===== src/design/crfq_pkg.sv =====
package crfq_pkg;

	localparam int QueueDepth = 16;
	localparam int PtrW       = (QueueDepth > 1) ? $clog2(QueueDepth) : 1;
	localparam int CntW       = $clog2(QueueDepth + 1);

	localparam int IdentW     = 30;
	localparam int MaxDataLen = 8;
	localparam int StdIdLen   = 11;
	localparam int ExtIdLen   = 29;
	localparam int WordW      = 32;

	typedef enum logic [1:0] {
		ST_STORED  = 2'd0,
		ST_DROPPED = 2'd1,
		ST_POPPED  = 2'd2,
		ST_EMPTY   = 2'd3
	} status_t;

	typedef enum logic {
		OP_ARRIVE = 1'b0,
		OP_POP    = 1'b1
	} op_t;

	typedef enum logic [1:0] {
		FSM_IDLE = 2'b01,
		FSM_READ = 2'b10
	} fsm_t;

endpackage


===== src/design/can_rx_frame_queue.sv =====
// Receive queue for CAN frames held as a ring in three synchronous entry memories (identifier,
// payload, length), 16 entries. Each item is either an arriving frame (operation 0) or a pop
// (operation 1) and gives exactly one result. When an item is taken, the entry memories are
// read into registers along with the item state; in the read state that follows, the result
// is registered once the output register is free, and no new item is taken until then.
// in_stall is high only in the read state, so a new item is taken while a result still waits
// on out_stall. Ring pointer and count are updated when the item is taken. Entries that were
// never written may be read, but never reach a result; no clearing pass runs after reset.
module can_rx_frame_queue (
	input  logic        clk,
	input  logic        arst_n,
	input  logic        in_valid,
	output logic        in_stall,
	input  logic        operation,
	input  logic [31:0] ident_word,
	input  logic [3:0]  length_code,
	input  logic [31:0] data_low_word,
	input  logic [31:0] data_high_word,
	input  logic [7:0]  pop_max_len,
	output logic        out_valid,
	input  logic        out_stall,
	output logic [1:0]  status,
	output logic [28:0] frame_id,
	output logic [4:0]  id_length,
	output logic [63:0] frame_data,
	output logic [3:0]  copied_len,
	output logic [4:0]  entries_held,
	output logic [3:0]  head_length
);

	localparam int PtrW  = crfq_pkg::PtrW;
	localparam int CntW  = crfq_pkg::CntW;
	localparam int Depth = crfq_pkg::QueueDepth;

	// entry memories
	logic [crfq_pkg::IdentW-1:0] ident_mem [Depth];
	logic [63:0]                 payload_mem [Depth];
	logic [3:0]                  length_mem [Depth];

	crfq_pkg::fsm_t state_q;
	logic [PtrW-1:0] head_q;
	logic [CntW-1:0] count_q;

	logic accept, out_free, push_wr;
	logic full, empty;
	logic [PtrW-1:0] head_next, tail;
	logic [CntW:0]   tail_sum;
	logic [3:0]      len_clamp;
	logic [crfq_pkg::IdentW-1:0] ident_dec;

	// item state carried into the read state
	crfq_pkg::status_t status_s1;
	logic [7:0]      maxl_s1;
	logic [3:0]      len_in_s1;
	logic            was_empty_s1, now_empty_s1;
	logic [CntW-1:0] count_s1;

	// registered read data
	logic [crfq_pkg::IdentW-1:0] rd_ident_q;
	logic [63:0] rd_payload_q;
	logic [3:0]  rd_len_q, rd_len_next_q;

	logic [3:0]  n_copy;
	logic [63:0] data_masked;
	logic [3:0]  head_len_res;

	assign in_stall = (state_q == crfq_pkg::FSM_READ);
	assign accept   = in_valid && !in_stall;
	assign out_free = !out_valid || !out_stall;

	assign full  = (count_q >= CntW'(Depth));
	assign empty = (count_q == '0);

	assign head_next = (head_q == PtrW'(Depth - 1)) ? '0 : head_q + 1'b1;
	assign tail_sum  = {{(CntW + 1 - PtrW){1'b0}}, head_q} + {1'b0, count_q};
	assign tail = (tail_sum >= (CntW + 1)'(Depth)) ? PtrW'(tail_sum - (CntW + 1)'(Depth))
	                                               : PtrW'(tail_sum);

	assign len_clamp = (length_code > 4'(crfq_pkg::MaxDataLen)) ? 4'(crfq_pkg::MaxDataLen)
	                                                          : length_code;
	// bit 29 marks an extended identifier
	assign ident_dec = ident_word[2] ? {1'b1, ident_word[31:3]}
	                                 : {19'b0, ident_word[31:21]};

	assign push_wr = accept && (operation == crfq_pkg::OP_ARRIVE) && !full;

	always_ff @(posedge clk) begin
		if (push_wr) begin
			ident_mem[tail]   <= ident_dec;
			payload_mem[tail] <= {data_high_word, data_low_word};
			length_mem[tail]  <= len_clamp;
		end
		if (accept) begin
			rd_ident_q    <= ident_mem[head_q];
			rd_payload_q  <= payload_mem[head_q];
			rd_len_q      <= length_mem[head_q];
			rd_len_next_q <= length_mem[head_next];
		end
	end

	always_ff @(posedge clk or negedge arst_n) begin
		if (!arst_n) begin
			state_q   <= crfq_pkg::FSM_IDLE;
			head_q    <= '0;
			count_q   <= '0;
			out_valid <= 1'b0;
		end else begin
			unique case (state_q)
				crfq_pkg::FSM_IDLE: begin
					if (out_valid && !out_stall)
						out_valid <= 1'b0;
					if (accept) begin
						state_q <= crfq_pkg::FSM_READ;
						if (operation == crfq_pkg::OP_POP) begin
							if (!empty) begin
								head_q  <= head_next;
								count_q <= count_q - 1'b1;
							end
						end else if (!full) begin
							count_q <= count_q + 1'b1;
						end
					end
				end
				crfq_pkg::FSM_READ: begin
					// a result still stalled keeps out_valid high
					if (out_free) begin
						out_valid <= 1'b1;
						state_q   <= crfq_pkg::FSM_IDLE;
					end
				end
				default: state_q <= crfq_pkg::FSM_IDLE;
			endcase
		end
	end

	always_ff @(posedge clk) begin
		if (accept) begin
			maxl_s1      <= pop_max_len;
			len_in_s1    <= len_clamp;
			was_empty_s1 <= empty;
			if (operation == crfq_pkg::OP_POP) begin
				status_s1    <= empty ? crfq_pkg::ST_EMPTY : crfq_pkg::ST_POPPED;
				count_s1     <= empty ? count_q : count_q - 1'b1;
				now_empty_s1 <= (count_q <= CntW'(1));
			end else begin
				status_s1    <= full ? crfq_pkg::ST_DROPPED : crfq_pkg::ST_STORED;
				count_s1     <= full ? count_q : count_q + 1'b1;
				now_empty_s1 <= 1'b0;
			end
		end
	end

	always_comb begin
		n_copy = ({4'b0, rd_len_q} < maxl_s1) ? rd_len_q : maxl_s1[3:0];
		for (int i = 0; i < crfq_pkg::MaxDataLen; i++)
			data_masked[8*i +: 8] = (4'(i) < n_copy) ? rd_payload_q[8*i +: 8] : 8'h00;
		case (status_s1)
			crfq_pkg::ST_POPPED: head_len_res = now_empty_s1 ? 4'd0 : rd_len_next_q;
			crfq_pkg::ST_EMPTY:  head_len_res = 4'd0;
			default:             head_len_res = was_empty_s1 ? len_in_s1 : rd_len_q;
		endcase
	end

	always_ff @(posedge clk) begin
		if (state_q == crfq_pkg::FSM_READ && out_free) begin
			status       <= status_s1;
			entries_held <= 5'(count_s1);
			head_length  <= head_len_res;
			if (status_s1 == crfq_pkg::ST_POPPED) begin
				frame_id   <= rd_ident_q[28:0];
				id_length  <= rd_ident_q[29] ? 5'(crfq_pkg::ExtIdLen) : 5'(crfq_pkg::StdIdLen);
				frame_data <= data_masked;
				copied_len <= n_copy;
			end else begin
				frame_id   <= '0;
				id_length  <= '0;
				frame_data <= '0;
				copied_len <= '0;
			end
		end
	end

endmodule

===== config.mk =====
export PLATFORM = sky130hd
export DESIGN_NAME = can_rx_frame_queue
export DESIGN_NICKNAME = d
export VERILOG_FILES = /design/src/design/crfq_pkg.sv /design/src/design/can_rx_frame_queue.sv
export SDC_FILE = /design/constraint.sdc
export NUM_CORES = 2
export LEC_CHECK = 0
export ABC_AREA = 1
export BUFFER_PORTS_ARGS = -buffer_cell sky130_fd_sc_hd__buf_2
export CAP_MARGIN = 40
export CORE_ASPECT_RATIO = 1.4
export CORE_MARGIN = 2
export CORE_UTILIZATION = 45
export CTS_CLUSTER_DIAMETER = 200
export DETAILED_ROUTE_END_ITERATION = 8
export HOLD_SLACK_MARGIN = 0.08
export PLACE_DENSITY = 0.59
export SETUP_SLACK_MARGIN = 0.2
export SYNTH_ARGS = -nofsm -noshare
export SYNTH_HDL_FRONTEND = slang
export SYNTH_SLANG_ARGS = --single-unit

===== constraint.sdc =====
create_clock -name clk -period 12.5 [get_ports clk]
set_input_delay 1.25 -clock clk [delete_from_list [all_inputs] [get_ports clk]]
set_output_delay 1.25 -clock clk [all_outputs]
set_load 0.005 [all_outputs]

==> impl_metrics.yaml <==
sta:
  fin_skew_ns: 0.03265
  fin_tns_setup_ns: 0
  maxSlewHeadroom: 0.2394
  max_freq_mhz: 225.6
  layout_min_cycle_time_ns: 4.432
  tightest_slew_ns: 1.141
  setup_slack_ns: 8.068
  min_period_over_period: 0.3545
  hold_viol: 0
  grt_setup_unrepaired: "no"
  drv_slew: 0
  setup_viol: 0
routing:
  vias: 43050
  ant_nets: 0
  wl_per_cell_um: 24.86
  wirelength_um: 185200
  via_per_inst: 5.780
  drtIter0Drc: 4125
  dr.pass1.iters: 6
  drc: 0
clock_tree:
  insertion_delay_ns: 0.81
  hold_buffers: 0
  ctsResizeCount: 0
  clkTransAtPathRegs_ns: 0.06
  cts_max_level: 4
  cts_max_path_buffers: 3
  cts_tree: "yes"
  cts.sinks: 1814
  cts_root_buf: "clkbuf_16"
  numCtsBuffers: 170
  postCtsSetupRepairBufs: 0
grt:
  antenna_found_initial: 23
  grt_util_all_layers: 0.2275
  grt_max_degree: 213
  grt_pass1_wl_um: 271700
  grt_overflow: 0
  first_global_vias: 42180
floorplanning:
  io_pins: 228
  rows: 171
  die-area_um2: 159600
  die_x_um: 338.2
  core_um2: 155100
  initial_core_util: 0.4537
  die_h_um: 471.9
yosys:
  synthTopCellsByArea: "edfxtp_1 (77%), o21ai_0 (6.0%), nor2_1 (4.9%)"
  syn_area_um2: 70380
  syn_inst: 5067
  syn_avg_cell_area_um2: 13.89
  synth_cell_types: 42
  yosysWarnings: 0
  synth_edf_count: 1802
  synth_top_area_share: 0.7689
  synth.net_count: 5193
  synth_seq_cells: 1814
  ys_seq_area_frac: 0.7731
  synth_top_cell_by_area: "edfxtp_1"
  ys_async_sr_fraction: 0.006615
  synthFlopType: "edfxtp_1"
critical_path:
  crit_arrival_ns: 4.84
  rrSetupSlack_ns: 8.07
  crit_required_ns: 12.91
  worstPathMaxFanout: 34
  end_kind: "flop"
  critPathKind: "reg2reg"
  cp-start-kind: "flop"
place:
  place_area_um2: 74140
  place_congestion: 0.7808
  place_ws_ns: 7.565
  port_buffers: 225
  dp_hpwl_um: 94120
power:
  p_per_area_nw_per_um2: 230.8
  ir_drop_uv: 165.0
  p_leak_nw: 26.39
final_layout:
  area_growth_pct: 13.21
  n_fill_cell: 13040
  final_common_cell: "edfxtp_1"
  drive_gt1_frac: 0.1190
  final_cell_area_um2: 79680
  layout_common_cells: "edfxtp_1 (1,802), nor2_1 (906), o21ai_0 (848), buf_2 (225), o22ai_1 (219)"
  finalNetCount: 5349
  post-route-util: 0.5137
outcome:
  status: "finished clean"
flow_run:
  maxCapViolations: 0
worst_hold_path:
  hold_class: "in2async"
==> worst paths after layout <==
kind | startpoint | cells past startpoint | end
max | state_q[0] | 10 | payload_mem[14][22]
min | arst_n | 1 | out_valid
max reg2reg | state_q[0] | 10 | payload_mem[14][22]
min reg2reg | count_s1[0] | 0 | entries_held[0]
max in group asynchronous | arst_n | 1 | state_q[0]
min in group clk | count_s1[0] | 0 | entries_held[0]
==> Yosys cell counts (4+ instances only) <==
cell type     n
nor2_1      922
nand2_4       4
nand2_2       5
buf_6         8
o221ai_1    184
buf_2        88
a21oi_1      79
nand2_1     176
o22ai_1     219
buf_4        12
o21ai_0     848
a22oi_1       8
inv_2         5
nor3_1        9
o31ai_1       5
nor2_2        9
nand3_1      96
clkbuf_1    233
inv_1       180
edfxtp_1   1802
mux2_2       11
ha_1         12
buf_1         6
dfrtp_1      11
o211ai_1     87
o21ai_1      23
==> per-stage QoR <==
stage | std cells | hold WS [ns] | power (mW)
detailed placement | 7127 | 0.4045 | 13.40
global placement | 7097 | 0.4049 | 13.16
CTS | 7438 | 0.2812 | 18.53
floorplan | 5067 | 0.4003 | 11.46
global route | 7442 | 0.3125 | 19.30
finish | 7449 | 0.3417 | 18.39
==> flip-flops by register name (all words and copies together), names as in the netlist, 5 cells and up <==
register and cells:
ident_mem 480, length_mem 64, frame_data 64, rd_payload_q 64, count_q 5, entries_held 5
payload_mem 1024, maxl_s1 8, count_s1 5, rd_ident_q 30, frame_id 29
==> critical path: stages, from the launching register on <==
cell     delay (ns)
dfstp_2        0.53
inv_1          0.05
ha_1           0.24
inv_1          0.12
nand2_1        0.20
nor3_1         0.59
nand3_1        0.50
nor2_4         0.40
buf_4          0.42
buf_12         0.29
buf_4          0.63
==> metal layers <==
layer	track usage	vias to the layer above	wire, um
met5	0	-	70
met4	0.07223	10	4797
met3	0.03286	311	10700
met2	0.3930	1465	93630
met1	0.2965	21940	75960
li1	-	19330	-
==> logic make-up after synthesis <==
group                    Yosys count  synth area share
flip-flops                      1814            0.7731
AND/OR/NAND/NOR                 1227           0.06887
adder cells (fa/ha/maj)           13          0.002418
AO/OA/AOI/OAI                   1462            0.1216
multiplexers                      11          0.001760
XOR/XNOR                           5         0.0006223
buffers and inverters            535           0.03161
==> power by group <==
group          switching [mW]  internal, mW
registers               0.306          7.73
logic                    3.76          1.45
clock network            2.23          2.91
total                    6.30          12.1
==> final cells by class <==
class | instances | area (um^2) | share of cell area
inverters | 187 | 734.5 | 0.009218
diodes | 11 | 27.53 | 0.0003455
clock buffers | 206 | 4432 | 0.05562
flip-flops and latches | 1814 | 54430 | 0.6831
repair buffers | 332 | 2507 | 0.03147
multi-input cells | 2718 | 13870 | 0.1741
clock inverters | 105 | 1077 | 0.01352
well taps | 2076 | 2597 | 0.03260
Note: power is estimated with default switching activity, not from simulation.
